[src/rtl/balist_pkg.sv]
// Shared types and codes for the bounded array list engine.
// No dependencies; used by balist_seq, the top level and the testbench.
package balist_pkg;

  typedef enum logic [2:0] {
    ACT_GET    = 3'd0,
    ACT_SET    = 3'd1,
    ACT_APPEND = 3'd2,
    ACT_SEARCH = 3'd3,
    ACT_REMOVE = 3'd4,
    ACT_INSERT = 3'd5
  } action_e;

  typedef enum logic [1:0] {
    ST_OK      = 2'd0,
    ST_RANGE   = 2'd1,
    ST_FULL    = 2'd2,
    ST_MISSING = 2'd3
  } status_e;

  typedef enum logic [2:0] {
    S_IDLE = 3'b001,
    S_RUN  = 3'b010,
    S_DONE = 3'b100
  } seq_state_e;

  localparam logic [6:0] CAP_RESET = 7'd64;

  typedef struct packed {
    logic        [2:0]  action;
    logic        [6:0]  position;
    logic signed [31:0] operand_value;
  } req_t;

  typedef struct packed {
    logic        [1:0]  status;
    logic signed [31:0] read_value;
    logic        [5:0]  found_index;
    logic        [6:0]  list_size;
  } rsp_t;

  // ring control from the sequencer to the cell chain
  typedef struct packed {
    logic        shift;
    logic [31:0] tail;
  } ring_ctl_t;

endpackage

[src/rtl/bounded_array_list_engine.sv]
// Channel  | Signals                               | Direction
// ---------+---------------------------------------+----------
// request  | in_valid_i, in_ready_o, in_req_i      | in
// result   | out_valid_o, out_ready_i, out_rsp_o   | out
// config   | cfg_we_i, cfg_wdata_i                 | in
//
// Entries live in a ring of DEPTH cells that rotates one place per cycle while a request runs.
// Get, set, append, search, remove and insert take one full rotation;
// the result register is loaded from S_DONE and the next request is taken
// once the sequencer is back in S_IDLE. Refused or unused requests skip the rotation.
// Reset empties the list and sets the capacity to 64; the cells keep no reset.
// A stalled result holds the sequencer in its final step; nothing rotates.
// Depends on balist_pkg, balist_cell and balist_seq.
module bounded_array_list_engine import balist_pkg::*; #(
  parameter int unsigned DEPTH = 64
) (
  input  logic       clk_i,
  input  logic       rst_ni,
  input  logic       cfg_we_i,
  input  logic [6:0] cfg_wdata_i,
  input  logic       in_valid_i,
  output logic       in_ready_o,
  input  req_t       in_req_i,
  output logic       out_valid_o,
  input  logic       out_ready_i,
  output rsp_t       out_rsp_o
);

  logic [31:0] cell_data [DEPTH];
  ring_ctl_t   ctl;

  for (genvar i = 0; i < DEPTH; i++) begin : g_cell
    logic [31:0] next_w;
    if (i == DEPTH - 1) begin : g_tail
      assign next_w = ctl.tail;
    end else begin : g_body
      assign next_w = cell_data[i+1];
    end
    balist_cell u_cell (
      .clk_i   (clk_i),
      .shift_i (ctl.shift),
      .next_i  (next_w),
      .data_o  (cell_data[i])
    );
  end

  balist_seq #(
    .DEPTH (DEPTH)
  ) u_seq (
    .clk_i       (clk_i),
    .rst_ni      (rst_ni),
    .cfg_we_i    (cfg_we_i),
    .cfg_wdata_i (cfg_wdata_i),
    .in_valid_i  (in_valid_i),
    .in_ready_o  (in_ready_o),
    .in_req_i    (in_req_i),
    .out_valid_o (out_valid_o),
    .out_ready_i (out_ready_i),
    .out_rsp_o   (out_rsp_o),
    .head_i      (cell_data[0]),
    .next_i      (cell_data[1]),
    .ctl_o       (ctl)
  );

  // the ring never rotates while a request can be taken
  a_shift_busy: assert property (@(posedge clk_i) disable iff (!rst_ni)
    ctl.shift |-> !in_ready_o)
    else $error("ring rotates while idle");

  // a taken request leaves the engine not ready in the following cycle
  a_accept_busy: assert property (@(posedge clk_i) disable iff (!rst_ni)
    (in_valid_i && in_ready_o) |=> !in_ready_o)
    else $error("request taken while busy");

  // failed requests never carry a read value or an index
  a_fail_clean: assert property (@(posedge clk_i) disable iff (!rst_ni)
    (out_valid_o && out_rsp_o.status != ST_OK) |->
      (out_rsp_o.read_value == 32'sd0 && out_rsp_o.found_index == 6'd0))
    else $error("failed request returns data");

endmodule

[src/rtl/balist_cell.sv]
// One storage cell of the list ring: holds one entry, takes its neighbor's
// entry on every shift. Depends on nothing.
module balist_cell (
  input  logic        clk_i,
  input  logic        shift_i,
  input  logic [31:0] next_i,
  output logic [31:0] data_o
);

  logic [31:0] data_q;
  logic [31:0] data_d;

  assign data_d = shift_i ? next_i : data_q;

  always_ff @(posedge clk_i) begin
    data_q <= data_d;
  end

  assign data_o = data_q;

endmodule

[src/rtl/balist_seq.sv]
// Sequencer for the list ring: request decode, step counter, stream rewrite
// at the ring tail, search/get capture, entry count and result register.
// Depends on balist_pkg.
module balist_seq import balist_pkg::*; #(
  parameter int unsigned DEPTH = 64
) (
  input  logic        clk_i,
  input  logic        rst_ni,
  input  logic        cfg_we_i,
  input  logic [6:0]  cfg_wdata_i,
  input  logic        in_valid_i,
  output logic        in_ready_o,
  input  req_t        in_req_i,
  output logic        out_valid_o,
  input  logic        out_ready_i,
  output rsp_t        out_rsp_o,
  input  logic [31:0] head_i,
  input  logic [31:0] next_i,
  output ring_ctl_t   ctl_o
);

  localparam int unsigned IW = $clog2(DEPTH);
  localparam int unsigned CW = $clog2(DEPTH + 1);
  localparam int unsigned XW = CW + IW + 7;
  localparam logic [XW-1:0] DEPTH_X = XW'(DEPTH);
  localparam logic [IW-1:0] LAST_STEP = IW'(DEPTH - 1);

  seq_state_e  state_q, state_d;
  logic [IW-1:0] step_q;
  logic [2:0]  act_q;
  logic [6:0]  pos_q;
  logic [31:0] word_q;
  logic [1:0]  status_q;
  logic        found_q;
  logic [IW-1:0] fidx_q;
  logic [31:0] read_q;
  logic [31:0] hold_q;
  logic [CW-1:0] count_q, count_d;
  logic [6:0]  cap_q;
  logic        out_valid_q;
  rsp_t        rsp_q;

  logic [XW-1:0] cnt_x, pos_in_x, pos_x, step_x, cap_x, eff_cap;
  logic          in_range, ins_ok, full, run;
  logic [1:0]    st_in;
  logic          accept, emit;
  logic [1:0]    st_out;
  logic [IW+5:0] fidx_ext;
  logic [CW+6:0] size_ext;
  logic [31:0]   tail;

  assign cnt_x    = XW'(count_q);
  assign pos_in_x = XW'(in_req_i.position);
  assign pos_x    = XW'(pos_q);
  assign step_x   = XW'(step_q);
  assign cap_x    = XW'(cap_q);
  assign eff_cap  = (cap_x < DEPTH_X) ? cap_x : DEPTH_X;

  assign in_range = pos_in_x < cnt_x;
  assign ins_ok   = pos_in_x <= cnt_x;
  assign full     = cnt_x >= eff_cap;

  always_comb begin
    st_in = ST_OK;
    run   = 1'b0;
    unique case (in_req_i.action) inside
      ACT_GET, ACT_SET, ACT_REMOVE: begin
        st_in = in_range ? ST_OK : ST_RANGE;
        run   = in_range;
      end
      ACT_APPEND: begin
        st_in = full ? ST_FULL : ST_OK;
        run   = !full;
      end
      ACT_SEARCH: begin
        run = 1'b1;
      end
      ACT_INSERT: begin
        if (!ins_ok) begin
          st_in = ST_RANGE;
        end else if (full) begin
          st_in = ST_FULL;
        end else begin
          run = 1'b1;
        end
      end
      default: begin
        st_in = ST_OK;
        run   = 1'b0;
      end
    endcase
  end

  assign in_ready_o = (state_q == S_IDLE);
  assign accept     = in_valid_i && in_ready_o;
  assign emit       = (state_q == S_DONE) && (!out_valid_q || out_ready_i);

  // rewrite of the entry stream entering the ring tail
  always_comb begin
    tail = head_i;
    case (act_q)
      ACT_SET:    tail = (step_x == pos_x) ? word_q : head_i;
      ACT_APPEND: tail = (step_x == cnt_x) ? word_q : head_i;
      ACT_INSERT: begin
        if (step_x < pos_x) begin
          tail = head_i;
        end else if (step_x == pos_x) begin
          tail = word_q;
        end else begin
          tail = hold_q;
        end
      end
      ACT_REMOVE: tail = (step_x >= pos_x) ? next_i : head_i;
      default:    tail = head_i;
    endcase
  end

  assign ctl_o.shift = (state_q == S_RUN);
  assign ctl_o.tail  = tail;

  always_comb begin
    count_d = count_q;
    if (status_q == ST_OK) begin
      case (act_q) inside
        ACT_APPEND, ACT_INSERT: count_d = count_q + CW'(1);
        ACT_REMOVE:             count_d = count_q - CW'(1);
        default:                count_d = count_q;
      endcase
    end
  end

  always_comb begin
    state_d = state_q;
    unique case (state_q)
      S_IDLE: if (accept) state_d = run ? S_RUN : S_DONE;
      S_RUN:  if (step_q == LAST_STEP) state_d = S_DONE;
      S_DONE: if (emit) state_d = S_IDLE;
      default: state_d = S_IDLE;
    endcase
  end

  assign st_out   = (act_q == ACT_SEARCH) ? (found_q ? ST_OK : ST_MISSING) : status_q;
  assign fidx_ext = {6'b0, fidx_q};
  assign size_ext = {7'b0, count_d};

  always_ff @(posedge clk_i or negedge rst_ni) begin
    if (!rst_ni) begin
      state_q     <= S_IDLE;
      step_q      <= '0;
      count_q     <= '0;
      cap_q       <= CAP_RESET;
      out_valid_q <= 1'b0;
      found_q     <= 1'b0;
    end else begin
      state_q <= state_d;
      if (cfg_we_i) cap_q <= cfg_wdata_i;
      if (emit) begin
        out_valid_q <= 1'b1;
      end else if (out_ready_i) begin
        out_valid_q <= 1'b0;
      end
      if (accept) begin
        step_q  <= '0;
        found_q <= 1'b0;
      end
      if (state_q == S_RUN) begin
        step_q <= step_q + IW'(1);
        if (act_q == ACT_SEARCH && !found_q && step_x < cnt_x && head_i == word_q) begin
          found_q <= 1'b1;
        end
      end
      if (emit) begin
        count_q <= count_d;
      end
    end
  end

  // payload registers
  always_ff @(posedge clk_i) begin
    if (accept) begin
      act_q    <= in_req_i.action;
      pos_q    <= in_req_i.position;
      word_q   <= in_req_i.operand_value;
      status_q <= st_in;
      fidx_q   <= '0;
      read_q   <= '0;
    end
    if (state_q == S_RUN) begin
      hold_q <= head_i;
      if (act_q == ACT_SEARCH && !found_q && step_x < cnt_x && head_i == word_q) begin
        fidx_q <= step_q;
      end
      if (act_q == ACT_GET && step_x == pos_x) begin
        read_q <= head_i;
      end
    end
    if (emit) begin
      rsp_q.status      <= st_out;
      rsp_q.read_value  <= read_q;
      rsp_q.found_index <= fidx_ext[5:0];
      rsp_q.list_size   <= size_ext[6:0];
    end
  end

  assign out_valid_o = out_valid_q;
  assign out_rsp_o   = rsp_q;

endmodule

[config.mk]
export PLATFORM = sky130hd
export DESIGN_NAME = bounded_array_list_engine
export DESIGN_NICKNAME = d
export VERILOG_FILES = /design/src/rtl/balist_pkg.sv /design/src/rtl/bounded_array_list_engine.sv /design/src/rtl/balist_cell.sv /design/src/rtl/balist_seq.sv
export SDC_FILE = /design/constraint.sdc
export NUM_CORES = 1
export LEC_CHECK = 0
export BUFFER_PORTS_ARGS = -buffer_cell sky130_fd_sc_hd__buf_4
export CORE_MARGIN = 3
export CORE_UTILIZATION = 55
export CTS_CLUSTER_DIAMETER = 150
export DETAILED_ROUTE_END_ITERATION = 6
export PLACE_DENSITY = 0.8
export SLEW_MARGIN = 20
export SYNTH_ARGS = -nofsm -noshare
export SYNTH_HDL_FRONTEND = slang
export SYNTH_SLANG_ARGS = --single-unit
[constraint.sdc]
create_clock -name clk_i -period 65.8 [get_ports clk_i]
set_input_delay 3.29 -clock clk_i [delete_from_list [all_inputs] [get_ports clk_i]]
set_output_delay 3.29 -clock clk_i [all_outputs]
set_load 0.05 [all_outputs]
* Word-level counts from Yosys, hierarchy flattened *
Index checks and enable logic that the tools add are counted.

word-level totals
  bits in registers = 2234
  output and inout port bits = 49
  word-level logic and storage cells = 166
  input port bits = 54

cells by class
  reduce and logical (&&, ||, !) cells = 18
  multiplexer cells = 37
  eq/ne operators = 20
  order comparisons = 7
  $add $sub $neg = 3

operators by type and width
  cell                                                                 number
  32-bit 2-to-1 mux                                                    8
  32-bit one-hot mux with 4 select lines                               1
  32-bit == test                                                       1
  6-bit 2-to-1 mux                                                     5
  7-bit 2-to-1 mux                                                     4
  7-bit by 20-bit >= comparator with 1-bit output                      1
  3-bit by 2-bit == test with 1-bit output (second input constant)     5
  3-bit == test (second input constant)                                5
  6-bit by 7-bit == test with 1-bit output                             2
  6-bit by 7-bit less-than comparator with 1-bit output                2
  3-bit 2-to-1 mux                                                     4
  3-bit by 1-bit == test with 1-bit output (second input constant)     3
  3-bit one-hot mux with 3 select lines                                1
  1-bit 2-to-1 mux                                                     8
  2-bit 2-to-1 mux                                                     4
  7-bit by 1-bit adder with 7-bit output (second input constant)       1
  6-bit by 7-bit >= comparator with 1-bit output                       1
  7-bit less-or-equal comparator                                       1
  7-bit less-than comparator                                           1
  7-bit less-than comparator (second input constant)                   1
  7-bit by 1-bit subtractor with 7-bit output (second input constant)  1
  6-bit by 1-bit adder with 6-bit output (second input constant)       1
  6-bit == test (second input constant)                                1
  1-bit logical AND                                                    6
  12 further kinds                                                     17

* Longest topological paths before layout *
Gate-level depths: netlist of run 1.

  depth after elaboration = 9
  depth in mapped cells = 10
  depth with buffers taken out = 9

* Hierarchy *
A second synthesis of run 1 with hierarchy kept.

unflattened totals
  cells, all modules = 2806
  area, all modules = 70621.5 sq um

modules (own cells, without submodules)
  module       instances  area an instance (sq um)  sequential area each (sq um)  cells an instance
  balist_cell  64         960.9                     960.9                         32
  balist_seq   1          9122.5                    5082.4                        758

* Least setup slack after synthesis of run 1 *
Ideal clock, no wire load.

  path type = reg2reg
  start = register u_seq.state_q[0]
  end = register u_seq.read_q[1]
  path buffers = 3
  setup slack = 10597 ps
  period minus slack after synthesis = 55203 ps
  setup time = 130 ps
  stages on the path, launching flop included = 9
  required time = 65670 ps
  arrival = 55073 ps
  path through = dfstp_2 > or3b_1 > buf_2 > clkinv_1 > and4b_1 > clkbuf_1 > clkbuf_1 > nand2_1 > o21ai_0

on the way
  cells in the longest elaborated chain, start to end = 5
  elaborated cells on any way between the ends = 6
  those cells by class = eq/ne: 2; mux: 3; reduce/logical: 1

RTL lines
  item                                      line               source
  from (decl)                               balist_seq.sv:28   seq_state_e state_q, state_d;
  from (signal assigned)                    balist_seq.sv:155  state_q <= state_d;
  3-bit by 1-bit == test with 1-bit output  balist_seq.sv:94   assign in_ready_o = (state_q == S_IDLE);
  1-bit logical AND                         balist_seq.sv:95   assign accept = in_valid_i && in_ready_o;
  32-bit 2-to-1 mux                         balist_seq.sv:180  if (accept) begin
  32-bit 2-to-1 mux                         balist_seq.sv:193  if (act_q == ACT_GET && step_x == pos_x) begin
  32-bit 2-to-1 mux (*)                     balist_seq.sv:188  if (state_q == S_RUN) begin
  to (signal assigned)                      balist_seq.sv:194  read_q <= head_i;
  to (decl)                                 balist_seq.sv:36   logic [31:0] read_q;

Mark *: on every way between the ends. The rest lies on a longest branch, timed or not.
A chain may end at the register's enable or synchronous reset.

* Worst setup path after layout of run 1 *
  start = register u_seq.state_q[2]
  end = register g_cell[26].u_cell.data_q[0] (enable)

on the way
  cells in the longest elaborated chain, start to end = 1

RTL lines
  item                                      line               source
  3-bit by 2-bit == test with 1-bit output  balist_seq.sv:118  assign ctl_o.shift = (state_q == S_RUN);
  to (signal assigned)                      balist_cell.sv:16  data_q <= data_d;
  to (decl)                                 balist_cell.sv:10  logic [31:0] data_q;

No other way between the ends.

==> results.ini, run 1 <==
[critical_path]
worstPathRequired_ns=66.23
rr_startpoint=u_seq.state_q[2]
critPathArrivalTime_ns=6.06
crit_fanout=190
crit_type=register to register
cp-startpoint=u_seq.state_q[2]
startpoint_type=register
crit_path_end_kind=register

[clock_tree]
h-tree-depth=4
post_cts_buffers=0
cts_made_buffers=195
clkSinkCount=2234
cts_tree=done
insertion_delay_ns=0.82
cts_hold_buf=0
clockBufferDepth=3
clkTransAtPathRegs_ns=0.07
cts_resized=0
root_buffer=clkbuf_16

[sta]
fin_setup_tns_ns=0
layout_setup_ws_ns=60.17
max_freq_mhz=178
period_share=0.0855
worst_pin_slew_ns=1.25
hold-worst-slack_ns=0.400
fin_crit_ns=5.63
fin_worst_skew_ns=0.0331
slew-limit-headroom=0.164
final_hold_viol_count=0
final-max-slew-violation-count=0
setup_viol_count_final=0
rsz0062_at_grt=no

[die]
design.die.area_um2=134000
start_util=0.557
rows=131
die_h_um=366
design.core.area_um2=128000
die_w_um=366
io_pins=103

[routing]
drtIter0Drc=4020
wire_per_inst_um=25.2
routed_wl_um=131000
vias_per_cell=5.69
dr.pass1.iters=7
vias=29500
drc=1
postRouteAntennaNets=0

[min_path]
min_from=g_cell[57].u_cell.data_o[28]
hold_class=register to register

[yosys]
synth_top_area_frac=0.914
yosysWarnings=0
synthArstFlopShare=0.0112
synth_edf_count=2171
synth_area_um2=71300
synth-seq-cells=2234
synth_area_leaders=edfxtp_1 91%, dfxtp_1 1.1%, nand2_1 0.99%
ys.flop_type=edfxtp_1
syn_nets=3106
synth.distinct_cells=58
synthCells=3023
synth_seq_area_share=0.933
syn-mean-instance-area_um2=23.6
yosysTopAreaCell=edfxtp_1

[outcome]
violations=DRC
status=finished, violations left

[placed_design]
dp_hpwl_um=62400
dp.cells=4815
port-buffer-count=102
place_congestion=0.831
pre_cts_ws_ns=59.92

[global_routing]
grt_max_degree=213
grt_pass1_vias=29100
met2_usage=0.294
grt.busiest_layer=met2
use_met3=0.0413
grt_first_pass_wirelength_um=194000
gr-total-overflow=0
grt_usage=0.197
antenna_found_initial=16
use_met1=0.294

[pwr]
sequentialPowerShare=0.570
p_total_w=0.00305
p_int_w=0.00236
p_comb_frac=0.054
peakVddDrop_uv=28.3
pwr-share-clk=0.376
power_leakage_nw=24.3
switching_share=0.228
p_sw_w=0.000697
power_density_nw_per_um2=37.8

[layout]
nets=3366
area_growth_pct=13.1
num-fill-cells=7955
stdcell_count=5177
drive_above_1_share=0.137

[run]
maxCapViolCount=0

==> placed cells by master, fill, tap and decap left out, types with 4 or more instances in the layout <==
cell,instances
a211o_1,33
a211oi_1,4
a21oi_1,72
a221oi_1,32
a31oi_1,35
buf_12,4
buf_4,119
buf_6,7
bufinv_16,18
clkbuf_1,31
clkbuf_16,197
clkinv_1,54
clkinv_2,35
clkinvlp_4,5
dfrtp_1,23
dfxtp_1,38
edfxtp_1,2171
ha_1,29
inv_1,22
inv_6,9
mux2_2,38
nand2_1,188
nand3_1,43
nand4_1,12
nor2_1,20
nor2b_1,4
nor4_1,4
o211ai_1,32
o21ai_0,50
o21ai_2,6
xnor2_1,35
xor2_1,9
==> routing by layer <==
| layer | wire [um] | up-vias |
|---|---|---|
| li1 | - | 12600 |
| met1 | 53500 | 15000 |
| met2 | 60600 | 1570 |
| met3 | 12000 | 311 |
| met4 | 4510 | 6 |
| met5 | 34 | - |
==> kinds of logic after synthesis <==
| family | after synthesis | synth area share |
|---|---|---|
| buf+inv | 92 | 0.00498 |
| mux | 38 | 0.00600 |
| simple gates | 302 | 0.0189 |
| flops | 2234 | 0.933 |
| xor+xnor | 45 | 0.00552 |
| fa+ha+maj | 29 | 0.00509 |
| compound gates | 283 | 0.0263 |
==> per-stage QoR <==
step / utilization / cell area, um2
4_1_cts: 0.629 / 80600
3_5_place_dp: 0.580 / 74300
5_1_grt: 0.629 / 80700
2_1_floorplan: - / 71300
6_report: 0.629 / 80700
3_3_place_gp: 0.580 / 74300
==> cells in the mapped netlist (2+ instances only) <==
cell / instances
a211o_1: 33
a31oi_1: 35
or2_2: 3
nor3b_1: 3
mux2_2: 38
a21oi_1: 72
nor4_1: 4
nor2_1: 21
and4b_1: 2
inv_1: 24
dfrtp_1: 23
nand3b_1: 2
nand3_2: 3
nor2b_1: 4
o21ai_2: 6
and2_1: 2
buf_2: 2
buf_1: 4
a211oi_1: 5
edfxtp_1: 2171
nor3_1: 3
nand3_1: 43
a21o_1: 3
o211ai_1: 32
dfxtp_1: 38
ha_1: 29
xor2_1: 9
or3b_2: 2
clkbuf_1: 60
xnor2_1: 36
o21ai_0: 50
nand2_1: 189
o22ai_1: 2
nand4_1: 12
o31ai_1: 2
and3_1: 2
a221oi_1: 32
dfstp_2: 2
==> worst max-delay path: stages (launching register included) <==
cell	delay (ns)
dfrtp_1	0.45
or3b_1	0.62
inv_8	0.69
buf_12	0.68
buf_12	0.73
buf_6	0.73
buf_4	0.84
==> registers in the layout, summed over array words and instances (netlist names), 7 cells and up <==
| name | count |
|---|---|
| u_seq.word_q | 32 |
| u_seq.hold_q | 32 |
| u_seq.cap_q | 7 |
| u_seq.out_rsp_o | 47 |
| u_seq.count_q | 7 |
| g_cell.u_cell.data_o | 2048 |
| u_seq.pos_q | 7 |
| u_seq.read_q | 32 |
==> worst paths after layout <==
kind                                           endpoint  slack (ns)  cells past startpoint
max in group asynchronous              u_seq.state_q[0]       63.08                      1
hold / removal             g_cell[56].u_cell.data_o[28]        0.40                      0
min in group asynchronous              u_seq.count_q[1]        2.40                      1
setup reg to reg            g_cell[26].u_cell.data_o[0]       60.17                      6
setup / recovery            g_cell[26].u_cell.data_o[0]       60.17                      6
hold reg to reg            g_cell[56].u_cell.data_o[28]        0.40                      0
==> cell type report <==
class / instances / area (um2) / share of cell area
diodes: 2 / 5.00 / 0.0000620
inverters: 25 / 104 / 0.00129
multi-input cells: 697 / 4450 / 0.0552
repair buffers: 130 / 1050 / 0.0130
clock inverters: 130 / 1240 / 0.0153
well taps: 1729 / 2160 / 0.0268
flip-flops and latches: 2234 / 66600 / 0.825
clock buffers: 230 / 5070 / 0.0629
==> power by group through the flow <==
stage | sequential [W] | combinational (W) | clock [W]
floorplan | 0.00209 | 0.0000972 | 0
global placement | 0.00176 | 0.000154 | 0
detailed placement | 0.00176 | 0.000161 | 0
CTS | 0.00174 | 0.000164 | 0.00117
global route | 0.00175 | 0.000178 | 0.00121
finish | 0.00174 | 0.000166 | 0.00115
No activity file was read; power rests on OpenSTA's default activity.
==> run 2: changes to the inputs <==
--- a/config.mk
+++ b/config.mk
@@ -10,7 +10,7 @@
 export CORE_UTILIZATION = 55
 export CTS_CLUSTER_DIAMETER = 150
 export DETAILED_ROUTE_END_ITERATION = 6
-export PLACE_DENSITY = 0.8
+export PLACE_DENSITY = 0.83
 export SLEW_MARGIN = 20
 export SYNTH_ARGS = -nofsm -noshare
 export SYNTH_HDL_FRONTEND = slang
==> constraint.sdc (replaced) <==
create_clock -name clk_i -period 4.75 [get_ports clk_i]
set_input_delay 0.2375 -clock clk_i [delete_from_list [all_inputs] [get_ports clk_i]]
set_output_delay 0.2375 -clock clk_i [all_outputs]
set_load 0.05 [all_outputs]
==> results.ini, run 2 (synthesis gave the netlist of run 1 again) <==
[outcome]
status=finished, violations left  ; unchanged
violations=DRC  ; unchanged

[clock_tree]
clkTransAtPathRegs_ns=0.07  ; about the same
insertion_delay_ns=0.83  ; was 0.82 ns
cts_tree=done  ; unchanged
cts_hold_buf=54  ; was 0
clockBufferDepth=3  ; unchanged
cts_resized=0  ; unchanged
post_cts_buffers=0  ; unchanged
clkSinkCount=2234  ; unchanged
h-tree-depth=4  ; unchanged
cts_made_buffers=197  ; was 195
root_buffer=clkbuf_16  ; unchanged

[routing]
postRouteAntennaNets=0  ; unchanged
vias=30100  ; was 29500
dr.pass1.iters=7  ; unchanged
vias_per_cell=5.73  ; was 5.69
drc=21  ; was 1
wire_per_inst_um=26.5  ; was 25.2 um
routed_wl_um=139000  ; was 131000 um
drtIter0Drc=4560  ; was 4020

[die]
io_pins=103  ; unchanged
die_w_um=366  ; unchanged
die_h_um=366  ; unchanged
rows=131  ; unchanged
start_util=0.557  ; unchanged
design.core.area_um2=128000  ; unchanged
design.die.area_um2=134000  ; unchanged

[sta]
fin_worst_skew_ns=0.0311  ; was 0.0331 ns
setup_viol_count_final=0  ; unchanged
final_hold_viol_count=0  ; unchanged
period_share=0.740  ; was 0.0855
slew-limit-headroom=0.304  ; was 0.164
fin_crit_ns=3.51  ; was 5.63 ns
rsz0062_at_grt=no  ; unchanged
worst_pin_slew_ns=1.04  ; was 1.25 ns
layout_setup_ws_ns=1.24  ; was 60.17 ns
max_freq_mhz=285  ; was 178 MHz
final-max-slew-violation-count=0  ; unchanged

[pwr]
peakVddDrop_uv=370  ; was 28.3 uV
power_leakage_nw=24.7  ; was 24.3 nW
power_density_nw_per_um2=527  ; was 37.8 nW/um2
p_total_w=0.0430  ; was 0.00305 W

[critical_path]
rr_startpoint=u_seq.count_q[3]  ; was u_seq.state_q[2]
crit_path_end_kind=register  ; unchanged
crit_type=register to register  ; unchanged
cp-startpoint=u_seq.count_q[3]  ; was u_seq.state_q[2]
worstPathRequired_ns=5.41  ; was 66.23 ns
crit_fanout=19  ; was 190
startpoint_type=register  ; unchanged
critPathArrivalTime_ns=4.18  ; was 6.06 ns

[run]
maxCapViolCount=0  ; unchanged

[global_routing]
use_met1=0.297  ; was 0.294
grt_usage=0.210  ; was 0.197
grt_first_pass_wirelength_um=206000  ; was 194000 um
grt_pass1_vias=30200  ; was 29100
gr-total-overflow=0  ; unchanged
met2_usage=0.328  ; was 0.294
use_met3=0.0538  ; was 0.0413
antenna_found_initial=26  ; was 16
grt_max_degree=206  ; was 213
grt.busiest_layer=met2  ; unchanged

[min_path]
hold_class=input port to register  ; was register to register
min_from=in_req_i[28]  ; was g_cell[57].u_cell.data_o[28]

[layout]
stdcell_count=5246  ; was 5177
drive_above_1_share=0.142  ; was 0.137
layout_commonest_cell=edfxtp_1  ; unchanged
area_growth_pct=14.4  ; was 13.1%
nets=3426  ; was 3366
final_cell_mix=2171 x edfxtp_1, 198 x clkbuf_16, 188 x nand2_1  ; was 2171 x edfxtp_1, 197 x clkbuf_16, 188 x nand2_1
largest_reg_flops=2048  ; unchanged
num-fill-cells=7847  ; was 7955

[placed_design]
pre_cts_ws_ns=1.42  ; was 59.92 ns
port-buffer-count=102  ; unchanged
place_congestion=0.832  ; was 0.831
dp.cells=4819  ; was 4815
dp_hpwl_um=65100  ; was 62400 um

## run 2: cell count changes in the layout (fill, tap and decap cells not counted), moves of 6 or more
cell           before  now
clkbuf_1           31   38
inv_6               9    3
o21ai_0            50   18
clkinv_1           54   34
buf_6               7    0
clkinv_2           35   43
buf_12              4   11
clkinvlp_4          5   13
o21ai_1             0   32
dlygate4sd3_1       0   53
## run 2: metal layers
layer | routed length, um | up-vias | share of wire
met3 | 13900 | 381 | 0.10
met2 | 67400 | 1856 | 0.48
met1 | 53500 | 15100 | 0.38
met4 | 4190 | 16 | 0.030
li1 | - | 12700 | -
met5 | 104 | - | 0.00075
## run 2: path summary, 6_finish.rpt
| path | endpoint | slack, ns | cells after the start |
|---|---|---|---|
| worst max-delay path | g_cell[63].u_cell.data_o[6] | 1.24 | 9 |
| worst min-delay path | u_seq.word_q[28] | 0.16 | 2 |
| worst max register to register | g_cell[63].u_cell.data_o[6] | 1.24 | 9 |
| worst min register to register | g_cell[59].u_cell.data_o[6] | 0.40 | 0 |
| max in group asynchronous | u_seq.step_q[2] | 4.07 | 4 |
| min in group asynchronous | u_seq.cap_q[0] | 0.51 | 4 |
## run 2: cell type report
class	count	area, um2	area share
Inverter	25	120	0.00147
Clock buffer	241	5170	0.0633
Multi-Input combinational cell	697	4450	0.0545
Clock inverter	131	1470	0.0180
Tap cell	1729	2160	0.0265
Timing Repair Buffer	188	1680	0.0206
Antenna cell	1	2.50	0.0000307
Sequential cell	2234	66600	0.816
## run 2: where the power goes
group / internal [W] / switching (W)
Sequential: 0.0235 / 0.000607
Combinational: 0.000472 / 0.00180
Clock: 0.00911 / 0.00755
Total: 0.0331 / 0.00995
## run 2: per-stage QoR
stage	TNS, ns	util	instance area (um2)	hold WS, ns
after floorplan	-1240.62	-	71400	-0.0581
after global placement	0	0.581	74400	0.169
final	0	0.637	81600	0.164
after CTS	0	0.637	81600	0.107
after detailed placement	0	0.581	74400	0.176
after global routing	0	0.637	81600	0.130
## run 2: critical path: stages (launching register included)
cell	delay, ns
dfrtp_1	0.43
inv_1	0.15
ha_1	0.34
nand3_1	0.16
nor2_4	0.65
and2_1	0.71
buf_4	0.42
a211o_1	0.20
a21oi_1	0.09
a31oi_1	0.20
